$ cat config.mk
export PLATFORM = sky130hd
export DESIGN_NAME = mac_compare
export DESIGN_NICKNAME = d
export VERILOG_FILES = /design/src/hdl/mac_pkg.sv /design/src/hdl/mac_compare.sv
export SDC_FILE = /design/constraint.sdc
export NUM_CORES = 2
export LEC_CHECK = 0
export BUFFER_PORTS_ARGS = -buffer_cell sky130_fd_sc_hd__buf_2
export CAP_MARGIN = 10
export CELL_PAD_IN_SITES_DETAIL_PLACEMENT = 2
export CELL_PAD_IN_SITES_GLOBAL_PLACEMENT = 2
export CORE_UTILIZATION = 40
export CTS_BUF_LIST = sky130_fd_sc_hd__clkbuf_16
export DETAILED_ROUTE_END_ITERATION = 10
export GPL_ROUTABILITY_DRIVEN = 1
export PLACE_DENSITY = 0.94
export SLEW_MARGIN = 30
export SYNTH_ARGS = -nofsm -noshare
export SYNTH_HDL_FRONTEND = slang
export SYNTH_SLANG_ARGS = --single-unit
export TNS_END_PERCENT = 10
$ cat constraint.sdc
create_clock -name clock -period 8.8 [get_ports clock]
set_input_delay 0 -clock clock [delete_from_list [all_inputs] [get_ports clock]]
set_output_delay 0 -clock clock [all_outputs]
set_load 0.02 [all_outputs]
$ cat src/hdl/mac_pkg.sv
// ----------------------------------------------------------------------------
// mac_pkg
// Shared types and constants for the moving average crossover detector.
// ----------------------------------------------------------------------------
package mac_pkg;

   localparam int PRICE_W     = 32;
   localparam int INDEX_W     = 32;
   localparam int SHORT_W     = 8;
   localparam int LONG_W      = 9;
   localparam int CSR_DATA_W  = 9;
   localparam int CSR_INDEX_W = 1;

   // Register indexes on the configuration port.
   localparam logic [CSR_INDEX_W-1:0] CSR_SHORT_WINDOW = 1'b0;
   localparam logic [CSR_INDEX_W-1:0] CSR_LONG_WINDOW  = 1'b1;

   localparam logic [SHORT_W-1:0] SHORT_RESET = 8'd3;
   localparam logic [LONG_W-1:0]  LONG_RESET  = 9'd5;

   // Relation of the short average to the long average.
   localparam logic [1:0] REL_NONE  = 2'd0;
   localparam logic [1:0] REL_EQUAL = 2'd1;
   localparam logic [1:0] REL_ABOVE = 2'd2;
   localparam logic [1:0] REL_BELOW = 2'd3;

   typedef struct packed {
      logic [PRICE_W-1:0] price;
      logic               restart;
   } req_type;

   typedef struct packed {
      logic [INDEX_W-1:0] sample_index;
      logic               is_buy;
   } rsp_type;

   // Per-request control that follows the price down the pipeline.
   typedef struct packed {
      logic               restart;
      logic               sub_short;
      logic               sub_long;
      logic               eval;
      logic [INDEX_W-1:0] idx;
   } ctl_type;

endpackage

$ cat src/hdl/mac_compare.sv
// ----------------------------------------------------------------------------
// mac_compare
// Compares the two averages by cross-multiplication, tracks the previous
// relation and registers the crossing result.
// ----------------------------------------------------------------------------
module mac_compare #(
   parameter int SW = 40
) (
   input  logic                        clock,
   input  logic                        reset,
   input  logic                        clear,
   input  logic [mac_pkg::SHORT_W-1:0] short_window,
   input  logic [mac_pkg::LONG_W-1:0]  long_window,
   input  logic                        b_valid,
   input  mac_pkg::ctl_type            b_ctl,
   input  logic [SW-1:0]               short_sum,
   input  logic [SW-1:0]               long_sum,
   output logic                        out_free,
   output logic                        rsp_valid,
   input  logic                        rsp_ready,
   output mac_pkg::rsp_type            rsp_data
);

   localparam int PRW = SW + mac_pkg::LONG_W;

   logic             rsp_valid_ff, rsp_valid_in;
   mac_pkg::rsp_type rsp_data_ff;
   logic [1:0]       prior_ff, prior_in;

   logic             b_move;
   logic [PRW-1:0]   prod_s, prod_l;
   logic [1:0]       rel, prior_base;
   logic             emit, up;

   assign out_free = !rsp_valid_ff || rsp_ready;
   assign b_move   = b_valid && out_free;

   // short_sum / short_window against long_sum / long_window, exactly.
   assign prod_s = PRW'(short_sum) * PRW'(long_window);
   assign prod_l = PRW'(long_sum) * PRW'(short_window);

   always_comb begin
      if (prod_s > prod_l) begin
         rel = mac_pkg::REL_ABOVE;
      end else if (prod_s < prod_l) begin
         rel = mac_pkg::REL_BELOW;
      end else begin
         rel = mac_pkg::REL_EQUAL;
      end

      prior_base = b_ctl.restart ? mac_pkg::REL_NONE : prior_ff;
      prior_in   = b_ctl.eval ? rel : prior_base;

      up   = (rel == mac_pkg::REL_ABOVE) && (prior_base != mac_pkg::REL_ABOVE);
      emit = b_ctl.eval && (prior_base != mac_pkg::REL_NONE) &&
             (up || ((rel == mac_pkg::REL_BELOW) &&
                     (prior_base != mac_pkg::REL_BELOW)));

      rsp_valid_in = out_free ? (b_move && emit) : rsp_valid_ff;
   end

   always_ff @(posedge clock) begin
      if (reset) begin
         rsp_valid_ff <= 1'b0;
         prior_ff     <= mac_pkg::REL_NONE;
      end else begin
         rsp_valid_ff <= rsp_valid_in;
         if (clear) begin
            prior_ff <= mac_pkg::REL_NONE;
         end else if (b_move) begin
            prior_ff <= prior_in;
         end
      end
   end

   always_ff @(posedge clock) begin
      if (b_move && emit) begin
         rsp_data_ff.sample_index <= b_ctl.idx;
         rsp_data_ff.is_buy       <= up;
      end
   end

   assign rsp_valid = rsp_valid_ff;
   assign rsp_data  = rsp_data_ff;

endmodule

==> impl_metrics.py <==
metrics = {
    "placement": {
        "hpwl_mm": 74.8,
        "gp_congestion": 0.815,
        "port_buffers": 170,
    },
    "critical_path": {
        "reg2reg_slack_ns": 6.95,
        "worstSetupPathType": "input port to flip-flop",
        "cpMostUsedCell": "fa_1",
        "max_stage_delay_ns": 0.57,
        "endpoint_kind": "flip-flop",
        "crit_required_ns": 8.78,
        "critPathArrivalTime_ns": 8.50,
        "critPathMaxFanout": 40,
        "cp-start-kind": "input port",
        "cpMaxStageDelayCell": "fa_1",
    },
    "synth": {
        "ys_ff_latch": 36,
        "seq_area_frac_synth": 0.0453,
        "synthArstFlopShare": 0,
        "yosys-top-cells-area": "fa_1 (43%), and2_1 (12%), ha_1 (10%), inv_1 (8.2%), nand2_1 (5.1%)",
        "ys_types": 84,
        "syn-cell-area_sq_um": 23200,
        "synth_flop_cell": "edfxtp_1",
        "synthTopCellsByCount": "inv_1 (505), fa_1 (495), and2_1 (429)",
        "synth.most_common_cell": "inv_1",
        "yosysTopAreaCell": "fa_1",
        "synth_top_area_share": 0.427,
        "netlist_instances": 2633,
        "synth_warnings": 0,
        "synth_edf_count": 33,
        "avgSynthCellArea_sq_um": 8.82,
        "syn-num-nets": 3451,
    },
    "sta": {
        "holdWs_ns": 0.0963,
        "rsz0062_at_grt": "false",
        "final.min_clock_period_ns": 8.52,
        "tns_ns": 0,
        "finalClockSkew_ns": 0.00210,
        "finalHoldViolCount": 0,
        "finalCritPeriodShare": 0.968,
        "tightest_slew_ns": 0.713,
        "slew_headroom": 0.525,
        "max_clock_freq_mhz": 117,
        "drv_slew": 0,
        "finalSetupViolCount": 0,
    },
    "detailed_routing": {
        "avgViaCountPerCell": 5.55,
        "first_pass_iters": 6,
        "wl_per_cell_um": 25.1,
        "ant_nets": 0,
        "drt_iter0_markers": 869,
        "route.vias.total": 19623,
        "wl_mm": 88.7,
        "drc": 0,
    },
    "cts": {
        "numCtsBuffers": 5,
        "clockBufferDepth": 2,
        "cts_sinks": 36,
        "cts_tree": "yes",
        "clk-insertion-delay-late_ns": 0.28,
        "cts_root_buf": "clkbuf_16",
        "post_cts_buffers": 0,
        "htree_levels": 2,
        "path_clk_slew_ns": 0.05,
    },
    "global_routing": {
        "grt_pass1_wl_mm": 141,
        "grt_max_degree": 41,
        "grt_overflow": 0,
        "grt_pass1_vias": 24495,
        "antenna_found_initial": 3,
        "grtUsageTotal": 0.307,
    },
    "die": {
        "start_util": 0.409,
        "die_w_um": 243,
        "die-area_sq_um": 59000,
        "fp.coreArea_sq_um": 56800,
        "num_rows": 87,
        "ioPinCount": 173,
        "dieHeight_um": 243,
    },
    "finish": {
        "drive_gt1_frac": 0.0774,
        "nNetsFinal": 3593,
        "area_delta_synth_final_pct": 9.02,
    },
    "power": {
        "p_leak_nw": 12.7,
        "powerDensity_nw_per_um2": 412,
        "vdd_drop_max_mv": 0.317,
    },
    "outcome": {
        "run_status": "finished, final reports clean",
    },
    "run": {
        "maxCapViolations": 0,
    },
    "min_path": {
        "hp-class": "input port to flip-flop",
    },
}
layer usage:
metal / vias up / GRT usage / part of all wire
li1: 8436 / - / -
met1: 10324 / 0.317 / 0.35
met2: 566 / 0.616 / 0.57
met3: 295 / 0.0201 / 0.026
met4: 2 / 0.151 / 0.052
met5: - / 0 / 0.00012
worst paths after layout:
check | from | endpoint | cells after the start
min | b_ctl[35] | rsp_data[0] | 2
min reg2reg | prior_ff[0] | prior_ff[0] | 2
max | long_window[6] | rsp_data[7] | 29
max reg2reg | rsp_valid | rsp_data[7] | 6
layout make-up:
type	count	area, sq um
inverters	505	1900
repair buffers	224	1360
fillers	6332	31500
diodes	1	2.50
clock inverters	3	12.5
clock buffers	5	125
multi-input cells	2003	19900
flip-flops and latches	36	1050
well taps	756	946
worst max-delay path, delay by kind of cell:
family	cells	cell delay [ns]
buffers and inverters	4	0.73
adders and majority gates	6	2.67
AOI/OAI and AO/OA	8	2.36
and+or+nand+nor	11	2.70
flip-flops by register name, summed over array words and instances, names as in the netlist:
register and count:
rsp_data 33, prior_ff 2, rsp_valid 1
through the flow:
step	area, sq um	worst slack (ns)	total power, W	util	std cells
after CTS	25300	0.324	0.0103	0.445	3532
after global placement	24800	0.756	0.00872	0.437	3490
after floorplan	23200	1.22	0.00690	-	2633
after global routing	25300	0.0116	0.0114	0.446	3533
after detailed placement	24800	0.0256	0.0101	0.437	3490
final	25300	0.281	0.0104	0.446	3533
power breakdown:
| group | internal, W | switching (W) | total, W |
|---|---|---|---|
| combinational | 0.00394 | 0.00610 | 0.0100 |
| clock | 0.000102 | 0.0000664 | 0.000169 |
| sequential | 0.000204 | 0.00000478 | 0.000209 |
layout by cell type, fill, tap and decap left out, types with 6 or more instances in the layout:
master           n
inv_1          507
fa_1           495
and2_1         429
nand2_1        316
ha_1           185
buf_2          166
a21oi_1        108
nor2_1          55
a21o_1          46
o21ai_0         42
xnor2_1         38
xor2_1          37
dlygate4sd3_1   34
edfxtp_1        33
nand3_1         19
nor3_1          19
buf_4           19
nand4_1         18
o21bai_1        18
a211oi_1        13
o21a_1          12
a31oi_1         11
nand2b_1        10
nor2b_1         10
and3_1           9
o211ai_1         8
o21ai_1          6
nor4_1           6
logic make-up after synthesis:
logic type / share of synthesized area
buffers and inverters: 0.0972
adders and majority gates: 0.526
and+or+nand+nor: 0.207
xor gates and xnor gates: 0.0283
AOI/OAI and AO/OA: 0.0947
muxes: 0.00129
DFF: 0.0453
repair_timing:
| item | in CTS | in global routing |
|---|---|---|
| hold buffers | 34 | 0 |
| hold endpoints to repair | 34 | 0 |
| endpoints found under the setup margin | 0 | 33 |
| resized for setup | 0 | 5 |
(Power assumes the default switching activity.)
