File: src/hdl/mac_pkg.sv
// ----------------------------------------------------------------------------
// mac_pkg
// Shared types and constants for the moving average crossover detector.
// ----------------------------------------------------------------------------
package mac_pkg;

   localparam int PRICE_W     = 32;
   localparam int INDEX_W     = 32;
   localparam int SHORT_W     = 8;
   localparam int LONG_W      = 9;
   localparam int CSR_DATA_W  = 9;
   localparam int CSR_INDEX_W = 1;

   // Register indexes on the configuration port.
   localparam logic [CSR_INDEX_W-1:0] CSR_SHORT_WINDOW = 1'b0;
   localparam logic [CSR_INDEX_W-1:0] CSR_LONG_WINDOW  = 1'b1;

   localparam logic [SHORT_W-1:0] SHORT_RESET = 8'd3;
   localparam logic [LONG_W-1:0]  LONG_RESET  = 9'd5;

   // Relation of the short average to the long average.
   localparam logic [1:0] REL_NONE  = 2'd0;
   localparam logic [1:0] REL_EQUAL = 2'd1;
   localparam logic [1:0] REL_ABOVE = 2'd2;
   localparam logic [1:0] REL_BELOW = 2'd3;

   typedef struct packed {
      logic [PRICE_W-1:0] price;
      logic               restart;
   } req_type;

   typedef struct packed {
      logic [INDEX_W-1:0] sample_index;
      logic               is_buy;
   } rsp_type;

   // Per-request control that follows the price down the pipeline.
   typedef struct packed {
      logic               restart;
      logic               sub_short;
      logic               sub_long;
      logic               eval;
      logic [INDEX_W-1:0] idx;
   } ctl_type;

endpackage

File: src/hdl/mac_sums.sv
// ----------------------------------------------------------------------------
// mac_sums
// Running sums of the short and long windows, one add and one subtract
// per request.
// ----------------------------------------------------------------------------
module mac_sums #(
   parameter int PW = 32,
   parameter int SW = 40
) (
   input  logic             clock,
   input  logic             reset,
   input  logic             clear,
   input  logic             cfg_ok,
   input  logic             a_valid,
   input  mac_pkg::ctl_type a_ctl,
   input  logic [PW-1:0]    a_price,
   input  logic [PW-1:0]    a_old_short,
   input  logic [PW-1:0]    a_old_long,
   input  logic             out_free,
   output logic             b_ready,
   output logic             b_valid,
   output mac_pkg::ctl_type b_ctl,
   output logic [SW-1:0]    short_sum,
   output logic [SW-1:0]    long_sum
);

   logic             b_valid_ff, b_valid_in;
   mac_pkg::ctl_type ctl_ff;
   logic [SW-1:0]    short_sum_ff, short_sum_in;
   logic [SW-1:0]    long_sum_ff, long_sum_in;
   logic             a_move;
   logic [SW-1:0]    base_s, base_l;

   assign b_ready = !b_valid_ff || out_free;
   assign a_move  = a_valid && b_ready;

   always_comb begin
      base_s = a_ctl.restart ? '0 : short_sum_ff;
      base_l = a_ctl.restart ? '0 : long_sum_ff;
      short_sum_in = base_s;
      long_sum_in  = base_l;
      // Intermediate wrap is harmless: the final sum always fits.
      if (cfg_ok) begin
         short_sum_in = base_s + SW'(a_price) -
                        (a_ctl.sub_short ? SW'(a_old_short) : '0);
         long_sum_in  = base_l + SW'(a_price) -
                        (a_ctl.sub_long ? SW'(a_old_long) : '0);
      end

      if (a_move) begin
         b_valid_in = 1'b1;
      end else if (b_valid_ff && out_free) begin
         b_valid_in = 1'b0;
      end else begin
         b_valid_in = b_valid_ff;
      end
   end

   always_ff @(posedge clock) begin
      if (reset) begin
         b_valid_ff   <= 1'b0;
         short_sum_ff <= '0;
         long_sum_ff  <= '0;
      end else begin
         b_valid_ff <= b_valid_in;
         if (clear) begin
            short_sum_ff <= '0;
            long_sum_ff  <= '0;
         end else if (a_move) begin
            short_sum_ff <= short_sum_in;
            long_sum_ff  <= long_sum_in;
         end
      end
   end

   always_ff @(posedge clock) begin
      if (a_move) begin
         ctl_ff <= a_ctl;
      end
   end

   assign b_valid   = b_valid_ff;
   assign b_ctl     = ctl_ff;
   assign short_sum = short_sum_ff;
   assign long_sum  = long_sum_ff;

endmodule

File: config.mk
export PLATFORM = sky130hd
export DESIGN_NAME = mac_sums
export DESIGN_NICKNAME = d
export VERILOG_FILES = /design/src/hdl/mac_pkg.sv /design/src/hdl/mac_sums.sv
export SDC_FILE = /design/constraint.sdc
export NUM_CORES = 1
export LEC_CHECK = 0
export BUFFER_PORTS_ARGS = -buffer_cell sky130_fd_sc_hd__buf_4
export CELL_PAD_IN_SITES_DETAIL_PLACEMENT = 1
export CELL_PAD_IN_SITES_GLOBAL_PLACEMENT = 1
export CORE_UTILIZATION = 37
export DETAILED_ROUTE_END_ITERATION = 7
export PLACE_DENSITY = 0.89
export SYNTH_ARGS = -nofsm -noshare
export SYNTH_HDL_FRONTEND = slang
export SYNTH_SLANG_ARGS = --single-unit
File: constraint.sdc
create_clock -name clock -period 4.15 [get_ports clock]
set_clock_uncertainty 0.15 [all_clocks]
set_input_delay 0.83 -clock clock [delete_from_list [all_inputs] [get_ports clock]]
set_output_delay 0.83 -clock clock [all_outputs]
set_load 0.01 [all_outputs]
==> impl_metrics.py <==
metrics = {
    "drt": {
        "drtIter0Drc": 587,
        "drt-wirelength-per-cell_um": 20.4,
        "vias_per_cell": 5.35,
        "drc": 0,
        "vias": 11100,
        "drtPass1Iterations": 5,
        "wl_um": 42100,
        "ant_nets": 0,
    },
    "timing": {
        "max_freq_mhz": 244,
        "slew_violations": 0,
        "hold_violations": 0,
        "finalSetupTns_ns": 0,
        "slew_headroom_pct": 36.1,
        "whs_ns": 0.326,
        "setup_violations": 0,
        "worst_pin_slew_ns": 0.955,
        "timing.final.ws_setup_ns": 0.0504,
        "rsz0062_at_grt": "yes",
        "fin_crit_ns": 4.10,
        "min_period_over_period_pct": 98.8,
    },
    "logic_synthesis": {
        "synth-xor-area-share_pct": 5.45,
        "synth-seq-area-share_pct": 25.5,
        "yosys_warnings": 0,
        "synth_top_family_by_area": "adder cells",
        "synthAdderAreaFrac_pct": 21.5,
        "syn_nets": 1550,
        "synth.area.mux_share_pct": 0.236,
        "synth_seq_cells": 117,
        "ys_async_sr_fraction_pct": 0,
        "synth_ff_type": "dfxtp_1",
        "synth_cell_types": 71,
        "synth.largest_area_cell": "dfxtp_1",
        "synth-edff-count": 36,
        "synth_top_area_share_pct": 15.3,
        "syn-cell-area_mm2": 0.0106,
        "synth-simple-area-share_pct": 19.1,
        "netlist_top_cells_area": "dfxtp_1, fa_1, edfxtp_1",
        "syn_inst": 1268,
        "synth_compound_gate_area_share_pct": 19.6,
        "avgSynthCellArea_um2": 8.36,
    },
    "clock_network": {
        "cts.sinks": 117,
        "h-tree-depth": 4,
        "clk_pin_slew_ns": 0.07,
        "worstSkewPairLatency_ns": 0.44,
        "cts_tree": "yes",
        "cts_buffers": 17,
        "clk_path_buf_depth": 2,
        "root_buffer": "clkbuf_16",
    },
    "grt": {
        "grt_start_max_net_pins": 44,
        "met3_usage_pct": 4.05,
        "globalRoute.busiestLayer": "met2",
        "grt_pass1_vias": 12100,
        "track_usage_pct": 28.3,
        "grt-ovfl-total": 0,
        "grt_use_met1_pct": 32.1,
        "antenna_found_initial": 0,
        "grt_pass1_wl_um": 63600,
        "grt_use_met2_pct": 52.5,
    },
    "placed_design": {
        "routabilityCongestion": 0.909,
        "dp.cells": 2032,
        "dp_hpwl_um": 32300,
        "port_buffers": 255,
        "preCtsSetupSlack_ns": -0.416,
    },
    "setup_path": {
        "critPathBufInv": 3,
        "crit_type": "in -> reg",
        "crit_path_end_kind": "flop",
        "crit_chain": "buf_6, buf_12, nand2b_1, fa_1, inv_1, ha_1, a21oi_2, o2111ai_1, a31oi_2, o31ai_2, a31oi_4, o31ai_4, a31oi_4, xor2_1, nand2_1, a32o_1",
        "required_ns": 4.33,
        "crit_path_frequent_cell": "a31oi_4",
        "cp_max_fo": 20,
        "cp-start-kind": "input pin",
        "critPathArrivalTime_ns": 4.28,
        "cp_top_family": "compound AO/OA/AOI/OAI gates",
        "crit_slowest_cell": "fa_1",
        "crit_path_max_incr_delay_ns": 0.57,
    },
    "job": {
        "cap_violations": 0,
    },
    "die": {
        "core_mm2": 0.0280,
        "start_util_pct": 37.9,
        "pin_count": 256,
        "die_area_mm2": 0.0293,
        "die_x_um": 171,
        "fp-row-count": 61,
        "die_height_um": 171,
    },
    "layout": {
        "drive_gt1_share_pct": 32.2,
        "antenna_cells": 0,
        "layout.nets": 1960,
        "area_growth_pct": 42.4,
        "stdcell_count": 2069,
        "nFillCells": 3334,
    },
    "outcome": {
        "outcome": "complete, no violations",
    },
    "power_and_ir_drop": {
        "power-per-cell-area_mw_per_mm2": 342,
        "vdd_drop_max_mv": 0.297,
        "p_leak_nw": 7.35,
    },
    "worst_hold_path": {
        "min_path_type": "reg -> reg",
    },
}
cells by family after synthesis:
group           count (synthesis)
compound gates                311
xor+xnor                       66
fa+ha+maj                     144
buf+inv                       242
flops                         117
mux                             2
simple gates                  386
layout make-up:
class                   instances  area (um^2)  area share, %
multi-input cells             909         7280           48.2
repair buffers                439         3340           22.1
flip-flops and latches        117         2700           17.9
inverters                     194          728           4.82
well taps                     378          473           3.13
clock buffers                  17          425           2.82
clock inverters                15          150          0.994
cell usage in the layout (no fill, tap or decap), types with 8 or more instances in the layout:
master	netlist	final
nand3_1	19	18
nand2b_1	85	82
buf_4	0	435
nand2_1	83	82
o21ai_0	56	49
fa_1	64	64
edfxtp_1	36	36
o21bai_1	15	15
o21ai_1	8	11
a21o_1	29	29
xnor2_1	41	41
nor2_1	77	74
a21oi_1	86	79
dfxtp_1	81	81
ha_1	80	68
inv_1	194	194
a21oi_2	3	8
nand4_1	9	9
xor2_1	25	25
ha_4	0	9
a22oi_1	39	39
clkbuf_16	0	18
and2_1	73	72
worst min-delay path, stage by stage (launching register included):
cell	delay, ns
dfxtp_1	0.33
nand2_1	0.06
o21ai_1	0.05
worst paths after layout:
path | cells after the start | to | slack, ns | from
setup / recovery | 16 | short_sum[39] | 0.05 | a_ctl[35]
hold / removal | 2 | short_sum[36] | 0.33 | short_sum[36]
setup reg to reg | 15 | short_sum[39] | 0.31 | short_sum[1]
hold reg to reg | 2 | short_sum[36] | 0.33 | short_sum[36]
Yosys cell counts (all sizes together), types with 11 or more instances:
master,number
o21ai,67
nor2,77
a21oi,89
edfxtp,36
nand2b,85
xor2,25
a211oi,11
a21o,29
xnor2,41
o21bai,15
inv,194
a22oi,39
clkbuf,43
dfxtp,81
ha,80
fa,64
and2,73
nand2,84
nand3,19
metrics by stage:
stage	util [%]	total power [mW]	cell area, um^2
4_1_cts	53.1	5.07	14900
3_5_place_dp	51.0	3.51	14300
5_1_grt	53.9	5.40	15100
6_report	53.9	5.16	15100
3_3_place_gp	51.0	3.38	14300
2_1_floorplan	-	2.54	10700
sequential cells by signal (all words and copies together), names as in the netlist:
signal / cells
b_valid: 1
b_ctl: 36
long_sum: 40
short_sum: 40
what timing repair did:
| action | CTS | global route |
|---|---|---|
| resized for setup | 4 | 36 |
| gates cloned | 0 | 1 |
| setup endpoints to repair | 6 | 22 |
| hold buffers | 0 | 0 |
| pin swaps | 0 | 13 |
| buffers inserted | 0 | 4 |
per-layer routing:
metal	share of wire, %	wire, um
met5	0	0
met4	4.1	1750
met1	39	16600
met3	5.4	2290
met2	51	21500
where the power goes:
| part | switching [mW] | internal [mW] |
|---|---|---|
| Sequential | 0.0431 | 1.24 |
| Clock | 0.716 | 0.803 |
| Combinational | 1.24 | 1.12 |
(Power assumes the default switching activity.)
